<file path="config.mk">
export PLATFORM = sky130hd
export DESIGN_NAME = mpfb_ctrl
export DESIGN_NICKNAME = d
export VERILOG_FILES = /design/src/rtl/mpfb_pkg.sv /design/src/rtl/mpfb_ctrl.sv
export SDC_FILE = /design/constraint.sdc
export NUM_CORES = 1
export LEC_CHECK = 0
export ABC_AREA = 1
export BUFFER_PORTS_ARGS = -buffer_cell sky130_fd_sc_hd__buf_2
export CELL_PAD_IN_SITES_DETAIL_PLACEMENT = 1
export CELL_PAD_IN_SITES_GLOBAL_PLACEMENT = 1
export CORE_MARGIN = 2
export CORE_UTILIZATION = 31
export DETAILED_ROUTE_END_ITERATION = 10
export GPL_ROUTABILITY_DRIVEN = 0
export PLACE_DENSITY = 0.7
export RECOVER_POWER = 50
export SLEW_MARGIN = 20
export SYNTH_ARGS = -nofsm -noshare
export SYNTH_HDL_FRONTEND = slang
export SYNTH_SLANG_ARGS = --single-unit
export TNS_END_PERCENT = 30
</file>
<file path="constraint.sdc">
create_clock -name clk_i -period 1.8 [get_ports clk_i]
set_input_delay 0.54 -clock clk_i [delete_from_list [all_inputs] [get_ports clk_i]]
set_output_delay 0.54 -clock clk_i [all_outputs]
set_load 0.05 [all_outputs]
</file>
<file path="src/rtl/mpfb_pkg.sv">
// Shared types and constants for the page-organized monochrome display store.
package mpfb_pkg;

  // Default geometry: 128 columns by 8 pages of 8 rows.
  localparam int unsigned ColumnsDef = 128;
  localparam int unsigned PagesDef   = 8;

  // Command codes on the command input.
  typedef enum logic [1:0] {
    CMD_PLOT  = 2'd0,
    CMD_FILL  = 2'd1,
    CMD_READ  = 2'd2,
    CMD_CLEAR = 2'd3
  } cmd_e;

  // Controller to datapath commands.
  typedef struct packed {
    logic load;         // capture the fields of an accepted command
    logic mem_rd;       // read the store byte addressed by the cursor or the read address
    logic rd_sel;       // address the store with the read command's page and column
    logic mem_wr;       // write back the modified byte of a read-modify-write
    logic advance;      // step the draw cursor to the next byte
    logic sweep_start;  // restart the clearing sweep at address zero
    logic sweep_wr;     // write zero at the sweep address and step it
  } dp_cmd_t;

  // Datapath to controller status.
  typedef struct packed {
    logic draw_ok;      // a plot or fill on the inputs touches at least one pixel
    logic walk_last;    // the draw cursor sits on the last byte of the rectangle
    logic sweep_last;   // the sweep address is the last store entry
  } dp_stat_t;

endpackage

</file>
<file path="src/rtl/mpfb_ctrl.sv">
// Controller: command sequencing for draw, read and clear operations.
module mpfb_ctrl (
  input  logic                clk_i,
  input  logic                rst_ni,
  input  logic                start,
  input  mpfb_pkg::cmd_e      command_i,
  input  mpfb_pkg::dp_stat_t  stat_i,
  output mpfb_pkg::dp_cmd_t   cmd_o,
  output logic                busy,
  output logic                done_o
);
  import mpfb_pkg::*;

  typedef enum logic [5:0] {
    ST_SWEEP    = 6'b000001,
    ST_IDLE     = 6'b000010,
    ST_RMW_RD   = 6'b000100,
    ST_RMW_WR   = 6'b001000,
    ST_READ_RD  = 6'b010000,
    ST_READ_OUT = 6'b100000
  } state_e;

  state_e state_q, state_d;
  logic   accept;

  assign accept = start && (state_q == ST_IDLE);

  // Next state and datapath commands.
  always_comb begin
    state_d = state_q;
    cmd_o   = '0;
    case (state_q)
      ST_SWEEP: begin
        cmd_o.sweep_wr = 1'b1;
        if (stat_i.sweep_last) begin
          state_d = ST_IDLE;
        end
      end
      ST_IDLE: begin
        if (accept) begin
          cmd_o.load = 1'b1;
          case (command_i)
            CMD_PLOT, CMD_FILL: begin
              if (stat_i.draw_ok) begin
                state_d = ST_RMW_RD;
              end
            end
            CMD_READ: state_d = ST_READ_RD;
            CMD_CLEAR: begin
              cmd_o.sweep_start = 1'b1;
              state_d           = ST_SWEEP;
            end
            default: state_d = ST_IDLE;
          endcase
        end
      end
      ST_RMW_RD: begin
        cmd_o.mem_rd = 1'b1;
        state_d      = ST_RMW_WR;
      end
      ST_RMW_WR: begin
        cmd_o.mem_wr  = 1'b1;
        cmd_o.advance = 1'b1;
        state_d       = stat_i.walk_last ? ST_IDLE : ST_RMW_RD;
      end
      ST_READ_RD: begin
        cmd_o.mem_rd = 1'b1;
        cmd_o.rd_sel = 1'b1;
        state_d      = ST_READ_OUT;
      end
      ST_READ_OUT: state_d = ST_IDLE;
      default: state_d = ST_IDLE;
    endcase
  end

  // State register; reset starts the clearing sweep.
  always_ff @(posedge clk_i or negedge rst_ni) begin
    if (!rst_ni) begin
      state_q <= ST_SWEEP;
    end else begin
      state_q <= state_d;
    end
  end

  assign busy   = (state_q != ST_IDLE);
  assign done_o = (state_q == ST_READ_OUT);

  // A write-back always follows the read of the same byte.
  a_wr_after_rd: assert property (@(posedge clk_i) disable iff (!rst_ni)
    cmd_o.mem_wr |-> $past(cmd_o.mem_rd && !cmd_o.rd_sel))
    else $error("write-back without a preceding store read");

  // An accepted read presents its result on done_o once its store read state has passed.
  a_read_result: assert property (@(posedge clk_i) disable iff (!rst_ni)
    (start && !busy && command_i == CMD_READ) |-> ##2 done_o)
    else $error("read result missing");

  // The block only goes idle at the end of a write-back, a sweep or a result.
  a_busy_fall: assert property (@(posedge clk_i) disable iff (!rst_ni)
    $fell(busy) |-> $past(cmd_o.mem_wr || cmd_o.sweep_wr || done_o))
    else $error("busy dropped in the middle of an operation");

endmodule
</file>
==> results.yml <==
detailed_routing:
  drt_first_pass_iters: 2
  highest_layer: "met3"
  wl_per_cell_um: 9.97
  wl_met3_um: 25
  drt-met1-wl_um: 397
  post_drt_via_cell_ratio: 4.36
  drc: 0
  dr_total_vias: 432
  antenna_left: 0
  drtIter0Drc: 2
  met2WireLength_um: 564
  totalWireLength_um: 987
setup_path:
  worst_setup_path_start_kind: "flop"
  critical_path.cell_chain: "nor2_4, nand3_4, nor2_4, nand2_2, nor2_4, buf_8"
  crit_required_ps: 1260
  reg2reg_setup_slack_ps: 380
  cpPeakStageDelay_ps: 410
  critical-path-top-cell-by-count: "nor2_4"
  crit_buf_inv: 1
  crit_path_max_fanout: 4
  critical_path_class: "reg -> out"
  path_delay_family: "simple AND/OR/NAND/NOR gates"
  slowest_stage: "dfrtp_1"
  cp.arrival_ps: 1370
  critical_path.endpoint_type: "output pin"
layout:
  layout.cells.non_filler: 99
  antenna-diode-count: 0
  num-nets-final: 93
  number_of_fillers_in_the_final_layout: 172
  stdcell_area_um2: 696
  regMostFlops: "state_q"
  area_growth_pct: 61.2
  drive_gt1_frac: 0.548
  largest_register_ffs: 6
  top_regs: "state_q: 6 flops"
clocking:
  cts_tree: "done"
  numCtsBuffers: 3
  cts_buffer_depth: 2
  hold_buffers: 0
  cts_sinks: 6
  clkTransAtPathRegs_ps: 50
  worst_skew_pair.late_latency_ps: 240
  clock_tree.root_cell: "clkbuf_4"
  cts.htree.levels: 1
synthesis:
  synth_area_per_cell_um2: 7.57
  mappedNetlistNets: 65
  synth_top_cell_area_share: 0.290
  synth-seq-cells: 6
  synth_warnings: 0
  netlist_instances: 57
  netlist_area_um2: 432
  synth.area.top_cells: "dfrtp_1, nor2_4, inv_1"
  synth_cell_types: 17
  synth.largest_area_cell: "dfrtp_1"
  yosysSeqAreaShare: 0.351
timing:
  final.min_clock_period_ps: 1910
  final_min_period_over_clock_period: 1.06
  unrepaired_setup_endpoints_after_global_routing: "true"
  post-route-worst-setup-slack_ps: -109
  fmax_mhz: 524
  worstMarginPinSlew_ps: 298
  setup-violations-final: 7
  hold_violations: 0
  report.final.slew_viol_count: 0
  setup-tns-final_ps: -429
  clock-skew-final_ps: 7.67
  timing.slew.headroom: 0.801
floorplanning:
  boundaryPins: 17
  core.rowCount: 13
  initial_core_util: 0.332
  dieWidth_um: 41.3
  core_area_mm2: 0.00130
  die_y_um: 41.3
  design.die.area_mm2: 0.00171
placed_design:
  placed_cells: 88
  placed_area_um2: 542
  pre_cts_slack_ps: 23.0
  port_buffers: 16
  dpl.hpwl_um: 849
hold_path:
  holdCritPathClass: "in -> async"
global_routing:
  pin_count_of_the_biggest_net_entering_global_routing: 7
  initial_antenna_violation_count: 0
  grt_first_pass_wirelength_um: 1650
  grt_pass1_vias: 409
  grt_util_all_layers: 0.155
  grt_overflow: 0
pwr:
  power_per_cell_area_mw_per_mm2: 1820
  vdd.ir_drop.worst_mv: 0.601
  p_total_w: 0.00127
  total_leakage_power_nw: 0.381
job:
  max_cap_viol_count: 0
outcome:
  failed_checks: "setup timing"
  status: "complete, but fails checks"
-- placed cells by master (no fill, tap or decap), drive strengths merged --
cell and n:
o21ai 1, clkinv 1, o22ai 1, buf 23, nand2 9, nor3 1
nor2 18, clkbuf 5, a21oi 1, dfstp 1, inv 13, nand3 5
dfrtp 5
-- synth_stat cells --
| cell type | instances |
|---|---|
| nor2_2 | 2 |
| o22ai_1 | 1 |
| nand3_1 | 4 |
| a21oi_2 | 1 |
| clkinv_1 | 1 |
| buf_4 | 1 |
| dfstp_2 | 1 |
| nor3_4 | 1 |
| dfrtp_1 | 5 |
| nand3_4 | 1 |
| nand2_2 | 1 |
| nor2_1 | 11 |
| nand2_1 | 8 |
| inv_1 | 11 |
| inv_2 | 2 |
| nor2_4 | 5 |
| o21ai_1 | 1 |
-- layer usage --
layer,global-route usage,vias to the layer above
met4,0.0726,0
met1,0.168,205
li1,-,220
met5,0,-
met3,0.0372,0
met2,0.281,7
-- area by class of cell --
| cell class | count | area [um^2] | area share |
|---|---|---|---|
| multi-input combinational | 36 | 243 | 0.349 |
| tap | 15 | 18.8 | 0.0270 |
| clock buffer | 4 | 26.3 | 0.0378 |
| inverter | 14 | 53.8 | 0.0773 |
| timing repair buffer | 24 | 203 | 0.291 |
| sequential | 6 | 151 | 0.218 |
-- power breakdown --
part	leakage (nW)	switching [W]	internal, W	total [W]
logic	0.289	0.000535	0.000365	0.000900
clock network	0.0150	0.0000485	0.0000839	0.000132
registers	0.0765	0.0000487	0.000187	0.000236
-- cells by family after synthesis --
group           Yosys count  synth area share
compound gates            3            0.0464
simple gates             33             0.464
flops                     6             0.351
buf+inv                  15             0.139
-- final timing paths --
path,from,to,cells past startpoint
min in group clk_i,command_i[0],state_q[4],4
hold reg to reg,state_q[1],state_q[3],3
hold / removal,rst_ni,state_q[5],1
setup reg to reg,state_q[4],state_q[1],8
setup / recovery,state_q[4],cmd_o[1],6
max in group asynchronous,rst_ni,state_q[0],1
-- per-stage QoR --
| step | utilization | hold WS (ps) |
|---|---|---|
| floorplan | - | 244 |
| global placement | 0.416 | 366 |
| detailed placement | 0.416 | 367 |
| CTS | 0.515 | 106 |
| global route | 0.535 | 161 |
| finish | 0.535 | 150 |
-- worst register-to-register path: cells and delay by family, from the launching register on --
family,cells,cell delay [ps]
flip-flops,1,410
AND/OR/NAND/NOR,6,600
buffers and inverters,2,280
-- repair_timing --
action                     4_1_cts  5_1_grt
setup buffers                    5        2
gates resized for setup         20        4
setup endpoints to repair        9        9
pin swaps                        5        4
Note: power is estimated with default switching activity, not from simulation.
